File: src/hdl/fmf_pkg.sv
package fmf_pkg;

    // fixed field widths
    localparam int SAMPLE_W    = 16;
    localparam int POINT_W     = 16;
    localparam int POINT_COUNT = 4;
    localparam int SET_IDX_W   = 3;
    localparam int DEGREE_W    = 16;
    localparam int COUNT_W     = 3;
    localparam int OUT_DATA_W  = 24;

    // configuration port
    localparam int CFG_INDEX_W = 3;
    localparam int CFG_DATA_W  = POINT_W * POINT_COUNT;

    localparam logic [CFG_INDEX_W-1:0] REG_SHAPE_MODE  = 3'd0;
    localparam logic [CFG_INDEX_W-1:0] REG_ACTIVE_SETS = 3'd1;
    localparam logic [CFG_INDEX_W-1:0] REG_SET0_POINTS = 3'd2;

    localparam logic SHAPE_TRI  = 1'b0;
    localparam logic SHAPE_TRAP = 1'b1;

    localparam logic [COUNT_W-1:0] ACTIVE_SETS_RESET = 3'd1;

    // parameter defaults
    localparam int MAX_SETS_DEF      = 6;
    localparam int VALUE_BITS_DEF    = 16;
    localparam int FRACTION_BITS_DEF = 15;

    // controller to datapath
    typedef struct packed {
        logic load_value;
        logic setup;
        logic div_step;
        logic emit;
        logic next_set;
    } cmd_t;

    // datapath to controller
    typedef struct packed {
        logic last_set;
        logic out_free;
    } sts_t;

    typedef enum logic [3:0] {
        ST_IDLE  = 4'b0001,
        ST_SETUP = 4'b0010,
        ST_DIV   = 4'b0100,
        ST_EMIT  = 4'b1000
    } state_t;

endpackage

File: src/hdl/fmf_cfg_regs.sv
module fmf_cfg_regs #(
    parameter int MAX_SETS = fmf_pkg::MAX_SETS_DEF
) (
    input  logic                                        clk,
    input  logic                                        rst_n,
    input  logic                                        cfg_we,
    input  logic [fmf_pkg::CFG_INDEX_W-1:0]             cfg_index,
    input  logic [fmf_pkg::CFG_DATA_W-1:0]              cfg_wdata,
    output logic                                        shape_mode,
    output logic [fmf_pkg::COUNT_W-1:0]                 active_sets,
    output logic [MAX_SETS-1:0][fmf_pkg::CFG_DATA_W-1:0] set_points
);

    logic                                         shape_mode_reg;
    logic [fmf_pkg::COUNT_W-1:0]                  active_sets_reg;
    logic [MAX_SETS-1:0][fmf_pkg::CFG_DATA_W-1:0] set_points_reg;

    always_ff @(posedge clk or negedge rst_n)
    begin
        if (!rst_n)
        begin
            shape_mode_reg  <= fmf_pkg::SHAPE_TRI;
            active_sets_reg <= fmf_pkg::ACTIVE_SETS_RESET;
            set_points_reg  <= '0;
        end
        else if (cfg_we)
        begin
            if (cfg_index == fmf_pkg::REG_SHAPE_MODE)
                shape_mode_reg <= cfg_wdata[0];
            else if (cfg_index == fmf_pkg::REG_ACTIVE_SETS)
                active_sets_reg <= cfg_wdata[fmf_pkg::COUNT_W-1:0];
            else
            begin
                for (int i = 0; i < MAX_SETS; i++)
                begin
                    if (cfg_index == fmf_pkg::CFG_INDEX_W'(int'(fmf_pkg::REG_SET0_POINTS) + i))
                        set_points_reg[i] <= cfg_wdata;
                end
            end
        end
    end

    assign shape_mode  = shape_mode_reg;
    assign active_sets = active_sets_reg;
    assign set_points  = set_points_reg;

endmodule

File: src/hdl/fmf_ctrl.sv
module fmf_ctrl #(
    parameter int FRACTION_BITS = fmf_pkg::FRACTION_BITS_DEF
) (
    input  logic          clk,
    input  logic          rst_n,
    input  logic          in_valid,
    output logic          in_ready,
    input  fmf_pkg::sts_t sts,
    output fmf_pkg::cmd_t cmd
);

    localparam int STEP_W = $clog2(FRACTION_BITS + 1);

    fmf_pkg::state_t    state_reg, state_next;
    logic [STEP_W-1:0]  step_reg, step_next;

    always_comb
    begin
        state_next = state_reg;
        step_next  = step_reg;
        cmd        = '0;
        in_ready   = 1'b0;
        case (state_reg)
            fmf_pkg::ST_IDLE:
            begin
                in_ready = 1'b1;
                if (in_valid)
                begin
                    cmd.load_value = 1'b1;
                    state_next     = fmf_pkg::ST_SETUP;
                end
            end
            fmf_pkg::ST_SETUP:
            begin
                cmd.setup  = 1'b1;
                step_next  = '0;
                state_next = fmf_pkg::ST_DIV;
            end
            fmf_pkg::ST_DIV:
            begin
                cmd.div_step = 1'b1;
                step_next    = step_reg + 1'b1;
                if (step_reg == STEP_W'(FRACTION_BITS))
                    state_next = fmf_pkg::ST_EMIT;
            end
            fmf_pkg::ST_EMIT:
            begin
                if (sts.out_free)
                begin
                    cmd.emit = 1'b1;
                    if (sts.last_set)
                        state_next = fmf_pkg::ST_IDLE;
                    else
                    begin
                        cmd.next_set = 1'b1;
                        state_next   = fmf_pkg::ST_SETUP;
                    end
                end
            end
            default:
            begin
                state_next = fmf_pkg::ST_IDLE;
            end
        endcase
    end

    always_ff @(posedge clk or negedge rst_n)
    begin
        if (!rst_n)
        begin
            state_reg <= fmf_pkg::ST_IDLE;
            step_reg  <= '0;
        end
        else
        begin
            state_reg <= state_next;
            step_reg  <= step_next;
        end
    end

endmodule

File: src/hdl/fmf_datapath.sv
module fmf_datapath #(
    parameter int MAX_SETS      = fmf_pkg::MAX_SETS_DEF,
    parameter int VALUE_BITS    = fmf_pkg::VALUE_BITS_DEF,
    parameter int FRACTION_BITS = fmf_pkg::FRACTION_BITS_DEF
) (
    input  logic                                        clk,
    input  logic                                        rst_n,
    input  fmf_pkg::cmd_t                               cmd,
    output fmf_pkg::sts_t                               sts,
    input  logic [fmf_pkg::SAMPLE_W-1:0]                crisp_value,
    input  logic                                        shape_mode,
    input  logic [fmf_pkg::COUNT_W-1:0]                 active_sets,
    input  logic [MAX_SETS-1:0][fmf_pkg::CFG_DATA_W-1:0] set_points,
    input  logic                                        out_ready,
    output logic                                        out_valid,
    output logic [fmf_pkg::SET_IDX_W-1:0]               out_set_index,
    output logic [fmf_pkg::DEGREE_W-1:0]                out_degree,
    output logic                                        out_last
);

    localparam int VB = VALUE_BITS;
    localparam int QW = FRACTION_BITS + 1;
    localparam logic [QW-1:0] ONE_LEVEL = QW'(1) << FRACTION_BITS;

    logic signed [VB:0]               value_reg;
    logic [fmf_pkg::SET_IDX_W-1:0]    set_reg;
    logic [VB:0]                      rem_reg;
    logic [VB-1:0]                    div_reg;
    logic [QW-1:0]                    quot_reg;
    logic                             bypass_reg;
    logic [QW-1:0]                    fixed_reg;

    logic                             out_valid_reg;
    logic [fmf_pkg::SET_IDX_W-1:0]    out_set_reg;
    logic [fmf_pkg::DEGREE_W-1:0]     out_degree_reg;
    logic                             out_last_reg;

    logic [fmf_pkg::CFG_DATA_W-1:0]   pts;
    logic signed [VB:0]               p0, p1, p2, p3, p_end;
    logic signed [VB:0]               diff_w, diff_d;
    logic                             in_span, seg0, seg1, seg2;
    logic                             bypass_next;
    logic [QW-1:0]                    fixed_next;
    logic [VB-1:0]                    w_next, d_next;
    logic [fmf_pkg::COUNT_W-1:0]      count;
    logic                             q_bit;
    logic [VB:0]                      rem_sub;

    // clamp the active set count to 1..MAX_SETS
    always_comb
    begin
        if (active_sets == '0)
            count = fmf_pkg::COUNT_W'(1);
        else if (active_sets > fmf_pkg::COUNT_W'(MAX_SETS))
            count = fmf_pkg::COUNT_W'(MAX_SETS);
        else
            count = active_sets;
    end

    // breakpoints of the current set
    always_comb
    begin
        pts = '0;
        for (int i = 0; i < MAX_SETS; i++)
        begin
            if (set_reg == fmf_pkg::SET_IDX_W'(i))
                pts = set_points[i];
        end
    end

    assign p0 = {pts[VB-1], pts[VB-1:0]};
    assign p1 = {pts[fmf_pkg::POINT_W+VB-1], pts[fmf_pkg::POINT_W +: VB]};
    assign p2 = {pts[2*fmf_pkg::POINT_W+VB-1], pts[2*fmf_pkg::POINT_W +: VB]};
    assign p3 = {pts[3*fmf_pkg::POINT_W+VB-1], pts[3*fmf_pkg::POINT_W +: VB]};
    assign p_end = (shape_mode == fmf_pkg::SHAPE_TRAP) ? p3 : p2;

    assign in_span = (value_reg > p0) && (value_reg < p_end);
    assign seg0    = (value_reg >= p0) && (value_reg <= p1);
    assign seg1    = (value_reg >= p1) && (value_reg <= p2);
    assign seg2    = (shape_mode == fmf_pkg::SHAPE_TRAP) && (value_reg >= p2)
                     && (value_reg <= p3);

    // segment choice: slope operands or a fixed level
    always_comb
    begin
        bypass_next = 1'b1;
        fixed_next  = '0;
        diff_w      = '0;
        diff_d      = '0;
        if (!in_span)
            fixed_next = '0;
        else if (seg0)
        begin
            // rising edge, zero width keeps level 0
            diff_w = p1 - p0;
            diff_d = value_reg - p0;
            bypass_next = (diff_w == '0);
        end
        else if (seg1)
        begin
            if (shape_mode == fmf_pkg::SHAPE_TRAP)
                fixed_next = ONE_LEVEL;
            else
            begin
                // falling edge of the triangle
                diff_w = p2 - p1;
                diff_d = p2 - value_reg;
                fixed_next  = ONE_LEVEL;
                bypass_next = (diff_w == '0);
            end
        end
        else if (seg2)
        begin
            diff_w = p3 - p2;
            diff_d = p3 - value_reg;
            fixed_next  = ONE_LEVEL;
            bypass_next = (diff_w == '0);
        end
        else
            fixed_next = '0;
        w_next = diff_w[VB-1:0];
        d_next = diff_d[VB-1:0];
    end

    // one restoring division step
    assign q_bit   = (rem_reg >= {1'b0, div_reg});
    assign rem_sub = q_bit ? (rem_reg - {1'b0, div_reg}) : rem_reg;

    always_ff @(posedge clk)
    begin
        if (cmd.load_value)
            value_reg <= {crisp_value[VB-1], crisp_value[VB-1:0]};
        if (cmd.setup)
        begin
            rem_reg    <= {1'b0, d_next};
            div_reg    <= w_next;
            quot_reg   <= '0;
            bypass_reg <= bypass_next;
            fixed_reg  <= fixed_next;
        end
        else if (cmd.div_step)
        begin
            rem_reg  <= {rem_sub[VB-1:0], 1'b0};
            quot_reg <= {quot_reg[QW-2:0], q_bit};
        end
        if (cmd.emit)
        begin
            out_set_reg    <= set_reg;
            out_degree_reg <= fmf_pkg::DEGREE_W'(bypass_reg ? fixed_reg : quot_reg);
            out_last_reg   <= sts.last_set;
        end
    end

    always_ff @(posedge clk or negedge rst_n)
    begin
        if (!rst_n)
        begin
            set_reg       <= '0;
            out_valid_reg <= 1'b0;
        end
        else
        begin
            if (cmd.load_value)
                set_reg <= '0;
            else if (cmd.next_set)
                set_reg <= set_reg + 1'b1;
            if (cmd.emit)
                out_valid_reg <= 1'b1;
            else if (out_ready)
                out_valid_reg <= 1'b0;
        end
    end

    assign sts.last_set = (set_reg == count - 1'b1);
    assign sts.out_free = !out_valid_reg || out_ready;

    assign out_valid     = out_valid_reg;
    assign out_set_index = out_set_reg;
    assign out_degree    = out_degree_reg;
    assign out_last      = out_last_reg;

endmodule

File: src/hdl/fuzzy_membership_fuzzifier_core.sv
// fuzzy membership fuzzifier
// input stream: one word per crisp sample on s_axis, signed in the low bits
// output stream: one word per active fuzzy set on m_axis, in set order,
// carrying the set index and its Q1.15 membership degree; tlast marks the
// word of the last active set
// configuration: write cfg_wdata to register cfg_index while cfg_we is high,
// only while no sample is in flight; index 0 shape, 1 active set count,
// 2 and up the packed breakpoints of each set
// sequence: each set takes a setup step, the divide steps of the shared
// serial divider and an emit step, in which the output register takes
// the word of that set; a sample is taken in the idle state
// the divider is the one shared unit and sets its pace; a new sample is
// taken only once the previous one has issued all its words
// a stalled receiver holds the output register; the divider result for the
// next set then waits in the emit state until the word is taken
// reset clears the controller and the output valid flag and loads
// triangle mode, one active set and all breakpoints at zero
module fuzzy_membership_fuzzifier_core #(
    parameter int MAX_SETS      = fmf_pkg::MAX_SETS_DEF,
    parameter int VALUE_BITS    = fmf_pkg::VALUE_BITS_DEF,
    parameter int FRACTION_BITS = fmf_pkg::FRACTION_BITS_DEF
) (
    input  logic                             clk,
    input  logic                             rst_n,
    // sample stream
    input  logic                             s_axis_tvalid,
    output logic                             s_axis_tready,
    input  logic [fmf_pkg::SAMPLE_W-1:0]     s_axis_tdata,   // crisp_value[15:0]
    // degree stream
    output logic                             m_axis_tvalid,
    input  logic                             m_axis_tready,
    output logic [fmf_pkg::OUT_DATA_W-1:0]   m_axis_tdata,   // set_index[2:0], degree[18:3]
    output logic                             m_axis_tlast,
    // configuration writes
    input  logic                             cfg_we,
    input  logic [fmf_pkg::CFG_INDEX_W-1:0]  cfg_index,
    input  logic [fmf_pkg::CFG_DATA_W-1:0]   cfg_wdata
);

    localparam int PAD_W = fmf_pkg::OUT_DATA_W - fmf_pkg::DEGREE_W - fmf_pkg::SET_IDX_W;

    fmf_pkg::cmd_t                                cmd;
    fmf_pkg::sts_t                                sts;
    logic                                         shape_mode;
    logic [fmf_pkg::COUNT_W-1:0]                  active_sets;
    logic [MAX_SETS-1:0][fmf_pkg::CFG_DATA_W-1:0] set_points;
    logic [fmf_pkg::SET_IDX_W-1:0]                out_set_index;
    logic [fmf_pkg::DEGREE_W-1:0]                 out_degree;

    // register file for shape, set count and breakpoints
    fmf_cfg_regs #(
        .MAX_SETS (MAX_SETS)
    ) u_cfg (
        .clk         (clk),
        .rst_n       (rst_n),
        .cfg_we      (cfg_we),
        .cfg_index   (cfg_index),
        .cfg_wdata   (cfg_wdata),
        .shape_mode  (shape_mode),
        .active_sets (active_sets),
        .set_points  (set_points)
    );

    // sequencer: setup, divide, emit for each set
    fmf_ctrl #(
        .FRACTION_BITS (FRACTION_BITS)
    ) u_ctrl (
        .clk      (clk),
        .rst_n    (rst_n),
        .in_valid (s_axis_tvalid),
        .in_ready (s_axis_tready),
        .sts      (sts),
        .cmd      (cmd)
    );

    // segment select, serial divider and output register
    fmf_datapath #(
        .MAX_SETS      (MAX_SETS),
        .VALUE_BITS    (VALUE_BITS),
        .FRACTION_BITS (FRACTION_BITS)
    ) u_dp (
        .clk           (clk),
        .rst_n         (rst_n),
        .cmd           (cmd),
        .sts           (sts),
        .crisp_value   (s_axis_tdata),
        .shape_mode    (shape_mode),
        .active_sets   (active_sets),
        .set_points    (set_points),
        .out_ready     (m_axis_tready),
        .out_valid     (m_axis_tvalid),
        .out_set_index (out_set_index),
        .out_degree    (out_degree),
        .out_last      (m_axis_tlast)
    );

    // pack the word, set index in the low bits
    assign m_axis_tdata = {{PAD_W{1'b0}}, out_degree, out_set_index};

endmodule
File: config.mk
export PLATFORM = sky130hd
export DESIGN_NAME = fuzzy_membership_fuzzifier_core
export DESIGN_NICKNAME = d
export VERILOG_FILES = /design/src/hdl/fmf_pkg.sv /design/src/hdl/fmf_cfg_regs.sv /design/src/hdl/fmf_ctrl.sv /design/src/hdl/fmf_datapath.sv /design/src/hdl/fuzzy_membership_fuzzifier_core.sv
export SDC_FILE = /design/constraint.sdc
export NUM_CORES = 1
export LEC_CHECK = 0
export ABC_AREA = 1
export BUFFER_PORTS_ARGS = -buffer_cell sky130_fd_sc_hd__buf_2
export CAP_MARGIN = 40
export CORE_MARGIN = 2
export CORE_UTILIZATION = 35
export CTS_CLUSTER_SIZE = 8
export DETAILED_ROUTE_END_ITERATION = 7
export GPL_TIMING_DRIVEN = 0
export SYNTH_ARGS = -nofsm -noshare
export SYNTH_HDL_FRONTEND = slang
export SYNTH_HIERARCHICAL = 1
export SYNTH_SLANG_ARGS = --single-unit
export TNS_END_PERCENT = 5
File: constraint.sdc
create_clock -name clk -period 8 [get_ports clk]
set_clock_uncertainty 0.2 [all_clocks]
set_input_delay 1.2 -clock clk [delete_from_list [all_inputs] [get_ports clk]]
set_output_delay 1.2 -clock clk [all_outputs]
set_load 0.05 [all_outputs]
==> flow_metrics.py, run 1 <==
metrics = {
    "clock_tree": {
        "clk_transition_reported_paths_ps": 50,
        "cts_tree": "built",
        "cts-resized-gates": 0,
        "cts_buffers": 72,
        "clockBufferDepth": 3,
        "post_cts_buffers": 0,
        "cts_root_buffer": "clkbuf_16",
        "cts_max_level": 3,
        "hold_buffers": 0,
        "clk_latency_ps": 630,
        "cts_sinks": 487,
    },
    "critical_path": {
        "cpMostUsedCell": "nand2_1",
        "worst_setup_path_start_kind": "register",
        "cp.required_ps": 8180,
        "worstSetupPathType": "register to register",
        "cp.buffers_inverters": 6,
        "crit_path_max_incr_delay_ps": 600,
        "crit_fanout": 10,
        "cp_slowest_cell": "buf_1",
        "cpLargestDelayFamily": "buffers and inverters",
        "endpoint_kind": "register",
        "cp.arrival_ps": 7460,
    },
    "yosys": {
        "synth_seq_cells": 487,
        "ys_top_cells_by_area": "dfrtp_1 34%, nand2_1 20%, edfxtp_1 7.2%, ha_1 6.4%, nand3_1 6.1%",
        "synth.most_common_cell": "nand2_1",
        "syn-cell-area_mm2": 0.0291,
        "yosys_warnings": 6,
        "postSynthCellCount": 3865,
        "synthArstFlopShare_pct": 82.1,
        "yosys-top-cells-count": "1579 x nand2_1, 398 x dfrtp_1, 354 x nand3_1, 217 x a21oi_1, 216 x inv_1",
        "yosysSeqAreaShare_pct": 42.8,
        "syn_avg_cell_area_um2": 7.52,
        "yosys.area.top_type": "dfrtp_1",
        "synth_top_area_share_pct": 34.3,
        "synthDistinctLibCells": 60,
        "synth-edff-count": 70,
        "ys.flop_type": "dfrtp_1",
    },
    "sta": {
        "report.final.slew_viol_count": 0,
        "rsz0062_at_grt": "no",
        "max_slew.worst_pin.slew_ps": 1020,
        "min_period_ps": 7290,
        "relSlewSlack_pct": 31.6,
        "fmax_mhz": 137,
        "setup_viol": 0,
        "period_share_pct": 91.1,
        "hold_viol": 0,
    },
    "route": {
        "drc": 0,
        "postRouteAntennaNets": 0,
        "firstDrtPassIters": 8,
        "drt_iter0_drc": 2633,
        "routed_wl_um": 102000,
        "vias_per_cell": 5.30,
        "wl_per_cell_um": 19.8,
        "via_count": 27400,
    },
    "global_routing": {
        "grt_pass1_wl_um": 156000,
        "first_global_vias": 25800,
        "grt_max_degree": 110,
        "overflow": 0,
        "grt_util_all_layers_pct": 23.8,
        "grt_antenna_before_repair": 0,
    },
    "pwr": {
        "p_leak_nw": 16.9,
        "power.density_mw_per_mm2": 317,
        "irDropWorstVdd_mv": 0.176,
        "p_total_mw": 10.6,
    },
    "layout": {
        "register_area_mm2": 0.0125,
        "final_nets": 4312,
        "drive_gt1_share_pct": 8.69,
        "largest_register_ffs": 384,
        "fin_util_pct": 40.6,
        "multi_input_area_mm2": 0.0149,
        "insertedDiodeCount": 0,
        "syn_to_final_growth_pct": 14.6,
        "fill_cells": 8478,
    },
    "floorplanning": {
        "die_h_um": 292,
        "start_util_pct": 35.4,
        "coreArea_mm2": 0.0821,
        "ioPinCount": 115,
        "num_rows": 105,
        "die_x_um": 292,
        "design.die.area_mm2": 0.0854,
    },
    "placed_design": {
        "place_hpwl_um": 77700,
        "port_buffers": 108,
        "gp_congestion": 0.986,
    },
    "status": {
        "status": "finished, final reports clean",
    },
    "job": {
        "drv_cap": 0,
    },
    "hold_path": {
        "hp-class": "input port to async pin",
    },
}
## path summary, 6_finish.rpt
check                                 startpoint               endpoint  slack (ps)  cells past startpoint
setup reg to reg                 u_dp/set_reg[1]        u_dp/rem_reg[3]         710                     28
hold / removal                             rst_n   u_cfg/set_points[73]         240                      1
setup / recovery                 u_dp/set_reg[1]        u_dp/rem_reg[3]         710                     28
hold reg to reg            u_cfg/set_points[190]  u_cfg/set_points[190]         260                      2
min in group clk           u_cfg/set_points[190]  u_cfg/set_points[190]         260                      2
max in group asynchronous                  rst_n  u_cfg/set_points[291]        5230                      5
## routing by layer
layer / GRT usage [%] / vias to the layer above / share of wire, %
met1: 33.1 / 13000 / 45
li1: - / 13100 / -
met3: 3.48 / 211 / 6.8
met5: 0 / - / 0
met2: 37.1 / 1024 / 44
met4: 9.77 / 0 / 4.1
## report_power, final
group / total [mW] / leakage (nW) / internal, mW / switching [mW]
clock: 2.89 / 1.01 / 1.72 / 1.16
sequential: 3.37 / 5.83 / 3.07 / 0.303
combinational: 4.30 / 10.0 / 1.47 / 2.83
total: 10.6 / 16.9 / 6.26 / 4.29
## per-stage QoR
step	hold WS, ps	instances	setup WS, ps	TNS [ps]	cell area (µm²)
detailed placement	253	5063	788	0	31200
floorplan	237	3869	3210	0	29100
global route	249	5165	347	0	33300
global placement	248	5047	-2920	-1126870	31000
finish	239	5165	714	0	33300
CTS	227	5164	794	0	33300
## cell type report
cell class | count | share of cell area, %
multi-input combinational | 2965 | 44.8
sequential | 487 | 37.4
clock buffer | 92 | 5.69
tap | 1070 | 4.02
inverter | 228 | 2.58
buffer | 189 | 2.56
timing repair buffer | 125 | 2.41
clock inverter | 9 | 0.571
## cell usage in the layout (no fill, tap or decap), types with 9 or more instances in the layout
master     Yosys  final
nor2_4         9      9
o21bai_1      10     10
dfrtp_1      398    398
nand4_1       12     12
buf_2         70    178
inv_1        216    216
nand2_1     1579   1579
nand2_2       12     12
a31oi_1       25     25
nor3_1        25     25
ha_1         149    149
a21oi_1      217    217
buf_1         23     23
nor2_2         7      9
inv_2          9      9
xnor2_1       33     33
edfxtp_1      70     70
buf_4          7     13
xor2_1        45     45
nand3b_1      10     10
o21a_1        37     37
nand3_1      354    354
a21o_1         9      9
o211ai_1      79     79
o22ai_1       23     23
clkbuf_16      0     72
dfxtp_1       17     17
clkbuf_1      84    102
o21ai_1       10     10
o21ai_0      134    134
nor2_1       121    119
or2_2          9      9
## cell families (layout without fill, tap and decap cells)
kind of cell | after synthesis | in the layout | synth area share (%)
compound gates | 572 | 572 | 11.6
xor+xnor | 78 | 78 | 2.35
fa+ha+maj | 156 | 156 | 6.90
buf+inv | 417 | 643 | 5.89
flops | 487 | 487 | 42.8
other cells | 1 | 5 | 0.0129
simple gates | 2154 | 2154 | 30.4
No activity file was read; power rests on OpenSTA's default activity.
==> inputs of run 2 (changes only) <==
--- a/config.mk
+++ b/config.mk
@@ -8,11 +8,14 @@
 export ABC_AREA = 1
 export BUFFER_PORTS_ARGS = -buffer_cell sky130_fd_sc_hd__buf_2
 export CAP_MARGIN = 40
+export CELL_PAD_IN_SITES_DETAIL_PLACEMENT = 2
+export CELL_PAD_IN_SITES_GLOBAL_PLACEMENT = 2
 export CORE_MARGIN = 2
 export CORE_UTILIZATION = 35
 export CTS_CLUSTER_SIZE = 8
 export DETAILED_ROUTE_END_ITERATION = 7
 export GPL_TIMING_DRIVEN = 0
+export PLACE_DENSITY_LB_ADDON = 0.1
 export SYNTH_ARGS = -nofsm -noshare
 export SYNTH_HDL_FRONTEND = slang
 export SYNTH_HIERARCHICAL = 1
==> run 2 against run 1 <==
  * Worst setup slack got worse by 51 ps
  * Combinational power up 6.5%
  * Power grew 2.5%
  * Critical endpoint is now u_dp/fixed_reg[15]
  * Largest power group unchanged
==> flow_metrics.py, run 2 (synthesized netlist as in run 1, its figures left out) <==
metrics = {
    "status": {
        "status": "finished, final reports clean",
    },
    "layout": {
        "register_area_mm2": 0.0125,
        "fin_area_mm2": 0.0333,
        "most-common-layout-cells": "1579 x nand2_1, 398 x dfrtp_1, 354 x nand3_1, 217 x a21oi_1, 216 x inv_1",
        "final_common_cell": "nand2_1",
        "syn_to_final_growth_pct": 14.4,
        "multi_input_area_mm2": 0.0149,
        "final_nets": 4317,
        "largest_register_ffs": 384,
        "insertedDiodeCount": 0,
        "fill_cells": 9658,
        "drive_gt1_share_pct": 8.79,
        "fin_util_pct": 40.5,
    },
    "critical_path": {
        "worst_setup_path_start_kind": "register",
        "endpoint_kind": "register",
        "crit_path_max_incr_delay_ps": 640,
        "worstSetupPathType": "register to register",
        "cpMostUsedCell": "nand2_1",
        "cp.arrival_ps": 7490,
        "crit_fanout": 10,
        "cp_slowest_cell": "buf_1",
        "cp.required_ps": 8150,
    },
    "clock_tree": {
        "cts_tree": "built",
        "cts_sinks": 487,
        "hold_buffers": 0,
        "post_cts_buffers": 0,
        "clockBufferDepth": 3,
        "cts_max_level": 3,
        "clk_latency_ps": 620,
        "clk_transition_reported_paths_ps": 50,
        "cts_buffers": 71,
        "cts-resized-gates": 0,
        "cts_root_buffer": "clkbuf_16",
    },
    "pwr": {
        "irDropWorstVdd_mv": 0.165,
        "p_total_mw": 10.8,
        "power.density_mw_per_mm2": 325,
        "p_leak_nw": 16.9,
    },
    "sta": {
        "relSlewSlack_pct": 36.1,
        "setup_viol": 0,
        "fmax_mhz": 136,
        "hold_viol": 0,
        "report.final.slew_viol_count": 0,
        "max_slew.worst_pin.slew_ps": 958,
        "timing.final.ws_setup_ps": 663,
        "rsz0062_at_grt": "no",
        "period_share_pct": 91.7,
        "hold_slack_ps": 262,
        "min_period_ps": 7340,
    },
    "floorplanning": {
        "num_rows": 105,
        "die_h_um": 292,
        "coreArea_mm2": 0.0821,
        "ioPinCount": 115,
        "start_util_pct": 35.4,
        "die_x_um": 292,
        "design.die.area_mm2": 0.0854,
    },
    "placed_design": {
        "placed_cell_area_mm2": 0.0313,
        "gp_congestion": 0.944,
        "place_hpwl_um": 96300,
        "port_buffers": 108,
        "post-place-ws_ps": 625,
    },
    "hold_path": {
        "hp-class": "register to register",
    },
    "route": {
        "drc": 0,
        "wl_per_cell_um": 24.0,
        "routed_wl_um": 124000,
        "via_count": 28000,
        "firstDrtPassIters": 5,
        "drt_iter0_drc": 1369,
        "postRouteAntennaNets": 0,
        "vias_per_cell": 5.42,
    },
    "global_routing": {
        "grt_util_all_layers_pct": 29.4,
        "grt_pass1_wl_um": 191000,
        "grt_max_degree": 113,
        "first_global_vias": 30600,
        "grt_antenna_before_repair": 2,
        "overflow": 0,
    },
    "job": {
        "drv_cap": 0,
    },
}
run 2: critical path, delay by kind of cell, from the launching register on:
kind,cells,cell delay (ps)
AOI/OAI and AO/OA,7,1630
buffers and inverters,8,2580
DFF,1,380
and+or+nand+nor,8,1150
adders and majority gates,3,1090
run 2: area by class of cell:
cell class                      instances  share of cell area, %
Timing Repair Buffer                  131                   2.48
Sequential cell                       487                   37.4
Clock buffer                           90                   5.65
Buffer                                189                   2.57
Clock inverter                          6                  0.384
Tap cell                             1070                   4.03
Multi-Input combinational cell       2965                   44.9
Inverter                              228                   2.58
run 2: routing by layer:
layer / part of all wire [%] / wire, µm / track usage [%] / vias up
met2: 47 / 58000 / 48.9 / 494
met5: 0.010 / 13 / 0 / -
li1: - / - / - / 13100
met3: 3.9 / 4880 / 3.71 / 187
met1: 46 / 56600 / 39.3 / 14200
met4: 3.8 / 4680 / 10.2 / 2
run 2: worst paths after layout:
check	to	from	slack (ps)	depth (start not counted)
min in group asynchronous	u_cfg/set_points[123]	rst_n	400	1
max in group asynchronous	u_cfg/set_points[33]	rst_n	5650	3
max reg2reg	u_dp/fixed_reg[15]	u_dp/set_reg[2]	660	26
min	u_cfg/set_points[190]	u_cfg/set_points[190]	260	2
min reg2reg	u_cfg/set_points[190]	u_cfg/set_points[190]	260	2
max	u_dp/fixed_reg[15]	u_dp/set_reg[2]	660	26
run 2: report_power, final:
part	internal, mW	switching, mW
logic	1.48	3.11
registers	3.07	0.326
clock network	1.64	1.19
run 2: metrics by stage:
| stage | TNS (ps) | cells |
|---|---|---|
| after floorplan | 0 | 3869 |
| after global placement | -1289700 | 5047 |
| after detailed placement | 0 | 5070 |
| after CTS | 0 | 5166 |
| after global routing | 0 | 5166 |
| final | 0 | 5166 |
